<file path="config.mk">
export PLATFORM = sky130hd
export DESIGN_NAME = nmea_rmc_position_extractor_core
export DESIGN_NICKNAME = d
export VERILOG_FILES = /design/src/hw/rtl/nmea_rmc_pkg.sv /design/src/hw/rtl/nmea_rmc_front.sv /design/src/hw/rtl/nmea_rmc_queue.sv /design/src/hw/rtl/nmea_rmc_back.sv /design/src/hw/rtl/nmea_rmc_position_extractor_core.sv
export SDC_FILE = /design/constraint.sdc
export NUM_CORES = 1
export LEC_CHECK = 0
export BUFFER_PORTS_ARGS = -buffer_cell sky130_fd_sc_hd__buf_2
export CAP_MARGIN = 0
export CORE_ASPECT_RATIO = 0.7
export CORE_MARGIN = 8
export CORE_UTILIZATION = 50
export DETAILED_ROUTE_END_ITERATION = 8
export PLACE_DENSITY = 0.7
export SLEW_MARGIN = 20
export SYNTH_ARGS = -nofsm -noshare
export SYNTH_HDL_FRONTEND = slang
export SYNTH_SLANG_ARGS = --single-unit
</file>
<file path="constraint.sdc">
create_clock -name i_clk -period 6.6 [get_ports i_clk]
set_input_delay 0.33 -clock i_clk [delete_from_list [all_inputs] [get_ports i_clk]]
set_output_delay 0.33 -clock i_clk [all_outputs]
set_load 0.02 [all_outputs]
</file>
<file path="src/hw/rtl/nmea_rmc_pkg.sv">
// ----------------------------------------------------------------------------
// nmea_rmc_pkg
// Shared constants, operation codes and types for the RMC position extractor.
// ----------------------------------------------------------------------------
package nmea_rmc_pkg;

    // framing
    localparam int LINE_LIMIT   = 127;
    localparam int CHAR_CNT_W   = $clog2(LINE_LIMIT + 1);
    localparam int PREFIX_LEN   = 6;

    // field capture
    localparam int FIELD_CHARS  = 7;
    localparam int BYTE_W       = 8;
    localparam int TEXT_W       = FIELD_CHARS * BYTE_W;
    localparam int LEN_W        = 3;
    localparam int COMMA_W      = 4;
    localparam logic [COMMA_W-1:0] COMMA_MAX  = 4'd15;
    localparam logic [COMMA_W-1:0] LAT_COMMAS = 4'd3;
    localparam logic [COMMA_W-1:0] LON_COMMAS = 4'd5;

    // character codes
    localparam logic [BYTE_W-1:0] CHAR_LF    = 8'h0A;
    localparam logic [BYTE_W-1:0] CHAR_COMMA = 8'h2C;

    // operation queue between front and back
    localparam int QUEUE_DEPTH = 4;
    localparam int QUEUE_AW    = $clog2(QUEUE_DEPTH);
    localparam int QUEUE_CW    = $clog2(QUEUE_DEPTH + 1);

    localparam int OP_W = 2;
    localparam logic [OP_W-1:0] OP_LAT_CHAR = 2'd0;
    localparam logic [OP_W-1:0] OP_LON_CHAR = 2'd1;
    localparam logic [OP_W-1:0] OP_END_DROP = 2'd2;
    localparam logic [OP_W-1:0] OP_END_EMIT = 2'd3;

    typedef struct packed {
        logic [OP_W-1:0]   kind;
        logic [BYTE_W-1:0] data;
    } t_op;

    // expected character at each prefix position of "$GPRMC"
    function automatic logic [BYTE_W-1:0] prefix_char(input logic [2:0] pos);
        logic [BYTE_W-1:0] ch;
        begin
            case (pos)
                3'd0:    ch = 8'h24; // $
                3'd1:    ch = 8'h47; // G
                3'd2:    ch = 8'h50; // P
                3'd3:    ch = 8'h52; // R
                3'd4:    ch = 8'h4D; // M
                3'd5:    ch = 8'h43; // C
                default: ch = 8'h00;
            endcase
            return ch;
        end
    endfunction

endpackage

</file>
<file path="src/hw/rtl/nmea_rmc_front.sv">
// ----------------------------------------------------------------------------
// nmea_rmc_front
// Accepts received bytes, frames lines, tracks the prefix and comma count,
// and turns each relevant byte into an operation for the back end.
// ----------------------------------------------------------------------------
module nmea_rmc_front (
    input  logic                                i_clk,
    input  logic                                i_rst_n,
    input  logic                                i_valid,
    input  logic [nmea_rmc_pkg::BYTE_W-1:0]     i_rx_byte,
    output logic                                o_stall,
    input  logic                                i_queue_full,
    output logic                                o_push,
    output nmea_rmc_pkg::t_op                   o_op
);

    logic [nmea_rmc_pkg::CHAR_CNT_W-1:0] r_char_cnt, n_char_cnt;
    logic                                r_prefix_ok, n_prefix_ok;
    logic [nmea_rmc_pkg::COMMA_W-1:0]    r_comma_idx, n_comma_idx;
    logic                                accept;
    logic                                line_end;
    logic                                is_comma;

    assign o_stall  = i_queue_full;
    assign accept   = i_valid && !i_queue_full;
    assign line_end = (i_rx_byte == nmea_rmc_pkg::CHAR_LF) ||
                      (r_char_cnt >= nmea_rmc_pkg::CHAR_CNT_W'(nmea_rmc_pkg::LINE_LIMIT));
    assign is_comma = (i_rx_byte == nmea_rmc_pkg::CHAR_COMMA);

    // line state update and op classification
    always_comb begin
        n_char_cnt  = r_char_cnt;
        n_prefix_ok = r_prefix_ok;
        n_comma_idx = r_comma_idx;
        o_push      = 1'b0;
        o_op.kind   = nmea_rmc_pkg::OP_END_DROP;
        o_op.data   = i_rx_byte;
        if (accept) begin
            if (line_end) begin
                o_push      = 1'b1;
                o_op.kind   = (r_prefix_ok && r_char_cnt >=
                               nmea_rmc_pkg::CHAR_CNT_W'(nmea_rmc_pkg::PREFIX_LEN))
                              ? nmea_rmc_pkg::OP_END_EMIT : nmea_rmc_pkg::OP_END_DROP;
                n_char_cnt  = '0;
                n_prefix_ok = 1'b1;
                n_comma_idx = '0;
            end else begin
                if (r_char_cnt < nmea_rmc_pkg::CHAR_CNT_W'(nmea_rmc_pkg::PREFIX_LEN) &&
                    i_rx_byte != nmea_rmc_pkg::prefix_char(r_char_cnt[2:0])) begin
                    n_prefix_ok = 1'b0;
                end
                if (is_comma) begin
                    if (r_comma_idx != nmea_rmc_pkg::COMMA_MAX) begin
                        n_comma_idx = r_comma_idx + 1'b1;
                    end
                end else if (r_comma_idx == nmea_rmc_pkg::LAT_COMMAS) begin
                    o_push    = 1'b1;
                    o_op.kind = nmea_rmc_pkg::OP_LAT_CHAR;
                end else if (r_comma_idx == nmea_rmc_pkg::LON_COMMAS) begin
                    o_push    = 1'b1;
                    o_op.kind = nmea_rmc_pkg::OP_LON_CHAR;
                end
                n_char_cnt = r_char_cnt + 1'b1;
            end
        end
    end

    // line state registers
    always_ff @(posedge i_clk) begin
        if (!i_rst_n) begin
            r_char_cnt  <= '0;
            r_prefix_ok <= 1'b1;
            r_comma_idx <= '0;
        end else begin
            r_char_cnt  <= n_char_cnt;
            r_prefix_ok <= n_prefix_ok;
            r_comma_idx <= n_comma_idx;
        end
    end

endmodule

</file>
<file path="src/hw/rtl/nmea_rmc_queue.sv">
// ----------------------------------------------------------------------------
// nmea_rmc_queue
// Short operation queue that lets the front and back stall independently.
// ----------------------------------------------------------------------------
module nmea_rmc_queue (
    input  logic                i_clk,
    input  logic                i_rst_n,
    input  logic                i_push,
    input  nmea_rmc_pkg::t_op   i_op,
    output logic                o_full,
    input  logic                i_pop,
    output logic                o_empty,
    output nmea_rmc_pkg::t_op   o_head
);

    nmea_rmc_pkg::t_op                   r_mem [nmea_rmc_pkg::QUEUE_DEPTH];
    logic [nmea_rmc_pkg::QUEUE_AW-1:0]   r_wr_ptr, r_rd_ptr;
    logic [nmea_rmc_pkg::QUEUE_CW-1:0]   r_count;

    assign o_full  = (r_count == nmea_rmc_pkg::QUEUE_CW'(nmea_rmc_pkg::QUEUE_DEPTH));
    assign o_empty = (r_count == '0);
    assign o_head  = r_mem[r_rd_ptr];

    // storage
    always_ff @(posedge i_clk) begin
        if (i_push) begin
            r_mem[r_wr_ptr] <= i_op;
        end
    end

    // pointers and fill count
    always_ff @(posedge i_clk) begin
        if (!i_rst_n) begin
            r_wr_ptr <= '0;
            r_rd_ptr <= '0;
            r_count  <= '0;
        end else begin
            if (i_push) begin
                r_wr_ptr <= r_wr_ptr + 1'b1;
            end
            if (i_pop) begin
                r_rd_ptr <= r_rd_ptr + 1'b1;
            end
            case ({i_push, i_pop})
                2'b10:   r_count <= r_count + 1'b1;
                2'b01:   r_count <= r_count - 1'b1;
                default: r_count <= r_count;
            endcase
        end
    end

    // no push into a full queue, no pop from an empty one
    a_no_overflow: assert property (@(posedge i_clk) disable iff (!i_rst_n)
        i_push |-> !o_full)
        else $error("queue push while full");

    a_no_underflow: assert property (@(posedge i_clk) disable iff (!i_rst_n)
        i_pop |-> !o_empty)
        else $error("queue pop while empty");

    a_count_bound: assert property (@(posedge i_clk) disable iff (!i_rst_n)
        r_count <= nmea_rmc_pkg::QUEUE_CW'(nmea_rmc_pkg::QUEUE_DEPTH))
        else $error("queue count beyond depth");

endmodule

</file>
<file path="src/hw/rtl/nmea_rmc_back.sv">
// ----------------------------------------------------------------------------
// nmea_rmc_back
// Executes queued operations: captures latitude and longitude characters and
// loads the result register at the end of an RMC line.
// ----------------------------------------------------------------------------
module nmea_rmc_back (
    input  logic                                i_clk,
    input  logic                                i_rst_n,
    input  logic                                i_empty,
    input  nmea_rmc_pkg::t_op                   i_head,
    output logic                                o_pop,
    output logic                                o_valid,
    input  logic                                i_stall,
    output logic [nmea_rmc_pkg::TEXT_W-1:0]     o_latitude_text,
    output logic [nmea_rmc_pkg::LEN_W-1:0]      o_latitude_length,
    output logic [nmea_rmc_pkg::TEXT_W-1:0]     o_longitude_text,
    output logic [nmea_rmc_pkg::LEN_W-1:0]      o_longitude_length
);

    logic [nmea_rmc_pkg::TEXT_W-1:0] r_lat_text, n_lat_text;
    logic [nmea_rmc_pkg::LEN_W-1:0]  r_lat_cnt,  n_lat_cnt;
    logic [nmea_rmc_pkg::TEXT_W-1:0] r_lon_text, n_lon_text;
    logic [nmea_rmc_pkg::LEN_W-1:0]  r_lon_cnt,  n_lon_cnt;
    logic                            r_out_valid;
    logic [nmea_rmc_pkg::TEXT_W-1:0] r_out_lat_text, r_out_lon_text;
    logic [nmea_rmc_pkg::LEN_W-1:0]  r_out_lat_len,  r_out_lon_len;
    logic                            out_free;
    logic                            is_emit;
    logic                            load_out;

    assign out_free = !r_out_valid || !i_stall;
    assign is_emit  = (i_head.kind == nmea_rmc_pkg::OP_END_EMIT);
    assign o_pop    = !i_empty && (!is_emit || out_free);
    assign load_out = o_pop && is_emit;

    // capture update per operation
    always_comb begin
        n_lat_text = r_lat_text;
        n_lat_cnt  = r_lat_cnt;
        n_lon_text = r_lon_text;
        n_lon_cnt  = r_lon_cnt;
        if (o_pop) begin
            unique case (i_head.kind)
                nmea_rmc_pkg::OP_LAT_CHAR: begin
                    if (r_lat_cnt < nmea_rmc_pkg::LEN_W'(nmea_rmc_pkg::FIELD_CHARS)) begin
                        for (int i = 0; i < nmea_rmc_pkg::FIELD_CHARS; i++) begin
                            if (r_lat_cnt == nmea_rmc_pkg::LEN_W'(i)) begin
                                n_lat_text[i*nmea_rmc_pkg::BYTE_W +: nmea_rmc_pkg::BYTE_W] =
                                    i_head.data;
                            end
                        end
                        n_lat_cnt = r_lat_cnt + 1'b1;
                    end
                end
                nmea_rmc_pkg::OP_LON_CHAR: begin
                    if (r_lon_cnt < nmea_rmc_pkg::LEN_W'(nmea_rmc_pkg::FIELD_CHARS)) begin
                        for (int i = 0; i < nmea_rmc_pkg::FIELD_CHARS; i++) begin
                            if (r_lon_cnt == nmea_rmc_pkg::LEN_W'(i)) begin
                                n_lon_text[i*nmea_rmc_pkg::BYTE_W +: nmea_rmc_pkg::BYTE_W] =
                                    i_head.data;
                            end
                        end
                        n_lon_cnt = r_lon_cnt + 1'b1;
                    end
                end
                nmea_rmc_pkg::OP_END_DROP,
                nmea_rmc_pkg::OP_END_EMIT: begin
                    n_lat_text = '0;
                    n_lat_cnt  = '0;
                    n_lon_text = '0;
                    n_lon_cnt  = '0;
                end
                default: begin
                end
            endcase
        end
    end

    // capture registers
    always_ff @(posedge i_clk) begin
        if (!i_rst_n) begin
            r_lat_text <= '0;
            r_lat_cnt  <= '0;
            r_lon_text <= '0;
            r_lon_cnt  <= '0;
        end else begin
            r_lat_text <= n_lat_text;
            r_lat_cnt  <= n_lat_cnt;
            r_lon_text <= n_lon_text;
            r_lon_cnt  <= n_lon_cnt;
        end
    end

    // output word register
    always_ff @(posedge i_clk) begin
        if (!i_rst_n) begin
            r_out_valid <= 1'b0;
        end else if (load_out) begin
            r_out_valid <= 1'b1;
        end else if (!i_stall) begin
            r_out_valid <= 1'b0;
        end
    end

    always_ff @(posedge i_clk) begin
        if (load_out) begin
            r_out_lat_text <= r_lat_text;
            r_out_lat_len  <= r_lat_cnt;
            r_out_lon_text <= r_lon_text;
            r_out_lon_len  <= r_lon_cnt;
        end
    end

    assign o_valid            = r_out_valid;
    assign o_latitude_text    = r_out_lat_text;
    assign o_latitude_length  = r_out_lat_len;
    assign o_longitude_text   = r_out_lon_text;
    assign o_longitude_length = r_out_lon_len;

    // an emitting line end always shows up as a word
    a_emit_loads: assert property (@(posedge i_clk) disable iff (!i_rst_n)
        load_out |=> r_out_valid)
        else $error("line end did not load output word");

    // a held word is never overwritten by the next line end
    a_no_overwrite: assert property (@(posedge i_clk) disable iff (!i_rst_n)
        (r_out_valid && i_stall) |-> !load_out)
        else $error("stalled output word overwritten");

    // capture counts stay within the field size
    a_cnt_bound: assert property (@(posedge i_clk) disable iff (!i_rst_n)
        r_lat_cnt <= nmea_rmc_pkg::LEN_W'(nmea_rmc_pkg::FIELD_CHARS) &&
        r_lon_cnt <= nmea_rmc_pkg::LEN_W'(nmea_rmc_pkg::FIELD_CHARS))
        else $error("capture count beyond field size");

endmodule

</file>
<file path="src/hw/rtl/nmea_rmc_position_extractor_core.sv">
// ----------------------------------------------------------------------------
// nmea_rmc_position_extractor_core
// Frames received serial bytes into lines and reports the latitude and
// longitude fields of every "$GPRMC" line.
//
// Input channel: one received byte per word on i_rx_byte, taken when i_valid
// is high and o_stall is low. Up to one byte is accepted every cycle.
// Output channel: one word per "$GPRMC" line, offered on o_valid with the
// captured latitude and longitude text (first character in the low byte,
// unused bytes zero) and their lengths, taken when i_stall is low.
// A line ends at a newline or at the byte after 127 stored characters; that
// byte is dropped. Lines that do not start with "$GPRMC" give no word.
// The line-ending byte becomes an operation in the queue; once those ahead of
// it are done and the output word is free, it loads the output word register.
// Throughput: one byte per cycle unless o_stall, set by the front line tracker;
// only capture and line-end bytes enter the four-entry operation queue.
// When the receiver stalls, the output word holds, the back end stops at the
// next line end that gives a word, the queue fills and o_stall then rises.
// Reset (synchronous, active low) clears the line state, the queue and the
// output valid; the block accepts bytes as soon as reset is released.
// ----------------------------------------------------------------------------
module nmea_rmc_position_extractor_core (
    input  logic                                i_clk,
    input  logic                                i_rst_n,
    input  logic                                i_valid,
    input  logic [nmea_rmc_pkg::BYTE_W-1:0]     i_rx_byte,
    output logic                                o_stall,
    output logic                                o_valid,
    input  logic                                i_stall,
    output logic [nmea_rmc_pkg::TEXT_W-1:0]     o_latitude_text,
    output logic [nmea_rmc_pkg::LEN_W-1:0]      o_latitude_length,
    output logic [nmea_rmc_pkg::TEXT_W-1:0]     o_longitude_text,
    output logic [nmea_rmc_pkg::LEN_W-1:0]      o_longitude_length
);

    logic              push;
    logic              pop;
    logic              queue_full;
    logic              queue_empty;
    nmea_rmc_pkg::t_op push_op;
    nmea_rmc_pkg::t_op head_op;

    // line framing and classification
    nmea_rmc_front u_front (
        .i_clk        (i_clk),
        .i_rst_n      (i_rst_n),
        .i_valid      (i_valid),
        .i_rx_byte    (i_rx_byte),
        .o_stall      (o_stall),
        .i_queue_full (queue_full),
        .o_push       (push),
        .o_op         (push_op)
    );

    // operation queue
    nmea_rmc_queue u_queue (
        .i_clk   (i_clk),
        .i_rst_n (i_rst_n),
        .i_push  (push),
        .i_op    (push_op),
        .o_full  (queue_full),
        .i_pop   (pop),
        .o_empty (queue_empty),
        .o_head  (head_op)
    );

    // field capture and output word
    nmea_rmc_back u_back (
        .i_clk              (i_clk),
        .i_rst_n            (i_rst_n),
        .i_empty            (queue_empty),
        .i_head             (head_op),
        .o_pop              (pop),
        .o_valid            (o_valid),
        .i_stall            (i_stall),
        .o_latitude_text    (o_latitude_text),
        .o_latitude_length  (o_latitude_length),
        .o_longitude_text   (o_longitude_text),
        .o_longitude_length (o_longitude_length)
    );

endmodule
</file>
==> results.md <==
- Post-DRT Antenna Nets: 0
- Die area: 27100 sq um
- Worst reg2reg path depth: 4
- Drt drc: 0
- Fmax: around 270 MHz
- Initial DRT Pass Iterations: 5
- Most frequent cell after synthesis: edfxtp_1
- Post-Syn Nets: 824
- Largest net degree at the start of global routing: 91
- Reg2reg setup slack: approximately 2800 ps
- #FFs+latches synth: around 300
- Routed vias: 6582
- Synth Area per Inst: roughly 14 sq um
- Slowest cell on crit path: dfxtp_1
- Hold_buf cts: 0
- Worst slew pin tran: 989 ps
- Hold wc startpoint: i_rx_byte[7]
- Die Width: 193 um
- Clock skew: 8.30 ps
- Initial Utilization: between 50% and 60%
- Final Wtd Congestion: just over 0.8
- Drt wl/cell: around 19 um
- DIE HEIGHT: between 100 and 150 um
- Setup ws final: about 2800 ps
- Total CTS buffers: 27
- FF+latch area: between 7000 and 8000 sq um
- Pre-CTS WS: between 2000 and 3000 ps
- CP endpoint kind: register
- Postcts setup bufs: 0
- Max Fanout on Critical Path: 53
- CP top delay family: flip-flops
- Post-route cell area: around 13000 sq um
- Share of cells above drive strength 1: a little under a quarter
- Critical Path Sink: u_back.o_longitude_text[41]$_DFFE_PP_
- Bufs and invs on worst path: 1
- CTS tree: built
- First-pass GRT wire length: around 37000 um
- PD cells: 410 nW/um^2
- Pins Over Slew Limit: 0
- Period utilization: a little under three fifths
- # diodes: 0
- Total track usage: 16.7%
- Hpwl dp: approximately 16000 um
- Synth Instances: between 700 and 800
- Commonest cells post-synth: edfxtp_1 (158), dfxtp_1 (140), nand2_1 (140), mux2i_1 (62), o22ai_1 (57)
- Synth area leaders: edfxtp_1 (43%), dfxtp_1 (25%), mux2i_1 (5.6%)
- H-Tree Depth: 1
- DP Area: 11900 sq um
- Number of synthesized flops with an enable pin: between 150 and 200
- Tmin final: between 3000 and 4000 ps
- Warnings from Yosys: 0
- Initial antenna violation count: 0
- Area of the multi-input gates: roughly 3300 sq um
- Synth top area share: 43.1%
- Top cell type by total area after synthesis: edfxtp_1
- Post-synthesis cell type count: 56
- Hold WC Path Type: input port to register
- Reg2reg end: u_back.o_longitude_text[41]$_DFFE_PP_
- Sink Count: around 300
- VDD IR max: roughly 0.23 mV
- Clock Tree Buf Depth: 3
- RSZ-0062 raised after global routing: no
- Finished Core Util: about three fifths
- Critical path arrival: 3930 ps
- Placeable Area: about 22000 sq um
- Delay of the slowest critical-path stage: ~870 ps
- Synth Flop Type: edfxtp_1
- Clock root buffer: clkbuf_16
- Routed wire length: ~23000 um
- Async set or reset register ratio after synthesis: 0%
- Worst-skew pair later-pin latency: between 500 and 600 ps
- Drt via density: between 5 and 6
- Max cap viols: 0
- I/O Buffers: 131
- DRT iter0 DRCs: approximately 600
- Startpoint Class: register
- Relative slew slack: 33.9%
- Setup Viol. Count Final: 0
- Nets@finish: between 900 and 1000
- Final Hold Vio Count: 0
- # rows: 45
- Critical path class: register to register
- Mapped cell area: 11000 sq um
- Sequential area share after synthesis: between 60% and 70%
- CTS clock-pin slew for the worst setup and hold paths: approximately 70 ps
- Gr ovfl total: 0
- Synth-to-Final Area Change: 16.8%
- Cells along the critical path: mux4_2 > a31oi_1 > and3_4 > buf_4
- Post-CTS sizing: 0
- # fillers: between 1500 and 2000
- Stages on worst setup path: 4
- Total leakage power: roughly 5 nW
- Vias in the first global route: around 6400
- Top Ports: roughly 130
- Outcome: finished clean
- Fin Setup TNS: 0 ps
- Worst path required time: ~6800 ps
## metrics by stage
step | std cells | power, mW | hold slack (ps)
2_1_floorplan | 789 | 3.33 | 406
5_1_grt | 1230 | 5.49 | 45.0
6_report | 1230 | 5.27 | 49.0
3_3_place_gp | 1180 | 3.67 | 412
3_5_place_dp | 1180 | 3.70 | 414
4_1_cts | 1230 | 5.31 | 27.6
## flip-flops by register name, summed over array words and instances (netlist names), 4 cells and up, named ones only
register and count:
u_back.o_latitude_text 56, u_back.o_longitude_text 56, u_back.r_lat_text 56, u_back.r_lon_text 56, u_queue.r_mem 40, u_front.r_char_cnt 7
u_front.r_comma_idx 4
## cell usage in the layout, fill, tap and decap left out, types with 3 or more instances in the layout
cell / n
buf_2: 130
xnor2_1: 4
a21oi_4: 6
nor2_1: 23
edfxtp_1: 158
nor2_4: 4
nand2_1: 140
xor2_1: 9
a31oi_4: 6
clkinv_1: 7
clkbuf_1: 4
nand3_1: 14
ha_1: 22
o21ai_0: 3
a41oi_4: 3
nand4_1: 5
mux2i_1: 62
mux4_2: 10
o211ai_1: 4
buf_4: 6
dfxtp_1: 140
nor2_2: 5
a21oi_1: 13
inv_1: 17
nor2b_1: 5
or3_1: 6
a31oi_1: 4
bufinv_16: 5
clkinv_2: 4
nor3b_1: 3
o22ai_1: 57
clkbuf_16: 27
## worst min path at each step
stage | to | cells past startpoint
2_1_floorplan | u_back.o_latitude_length[2]$_DFFE_PP_ | 0
3_3_place_gp | u_back.o_latitude_text[16]$_DFFE_PP_ | 0
3_5_place_dp | u_back.o_longitude_text[44]$_DFFE_PP_ | 0
4_1_cts | u_queue.r_mem[2][7]$_DFFE_PP_ | 1
5_1_grt | u_queue.r_mem[3][7]$_DFFE_PP_ | 1
6_report | u_queue.r_mem[2][7]$_DFFE_PP_ | 1
## per-layer routing
metal  track usage (%)  part of all wire, %  vias up  routed length [um]
met4              3.72                  1.6        0                 370
li1                  -                    -     3182                   -
met1              24.8                   49     3178               11500
met5                 0                    0        -                   0
met2              25.0                   44      192               10300
met3              3.16                  5.4       30                1270
## layout make-up
cell class                 count  area share, %
timing repair buffer         136           5.41
clock inverter                19           1.81
multi-input combinational    447           25.5
clock buffer                  31           5.37
inverter                      17          0.496
sequential                   298           58.7
tap                          282           2.74
## report_power, final
part           leakage (nW)  internal, mW  switching (mW)
sequential             2.75          2.31           0.189
clock                 0.449         0.952           0.669
combinational          1.92         0.409           0.746
## cells by family (layout without fill, tap and decap cells)
logic type                 after synthesis  in the layout  synth area share [%]
AOI/OAI and AO/OA                      113            113                  8.55
xor gates and xnor gates                13             13                  1.03
adders and majority gates               23             23                  2.68
buffers and inverters                   44            203                  1.80
DFF                                    298            298                  68.6
muxes                                   74             74                  7.89
and+or+nand+nor                        224            224                  9.49
No activity file was read; power rests on OpenSTA's default activity.
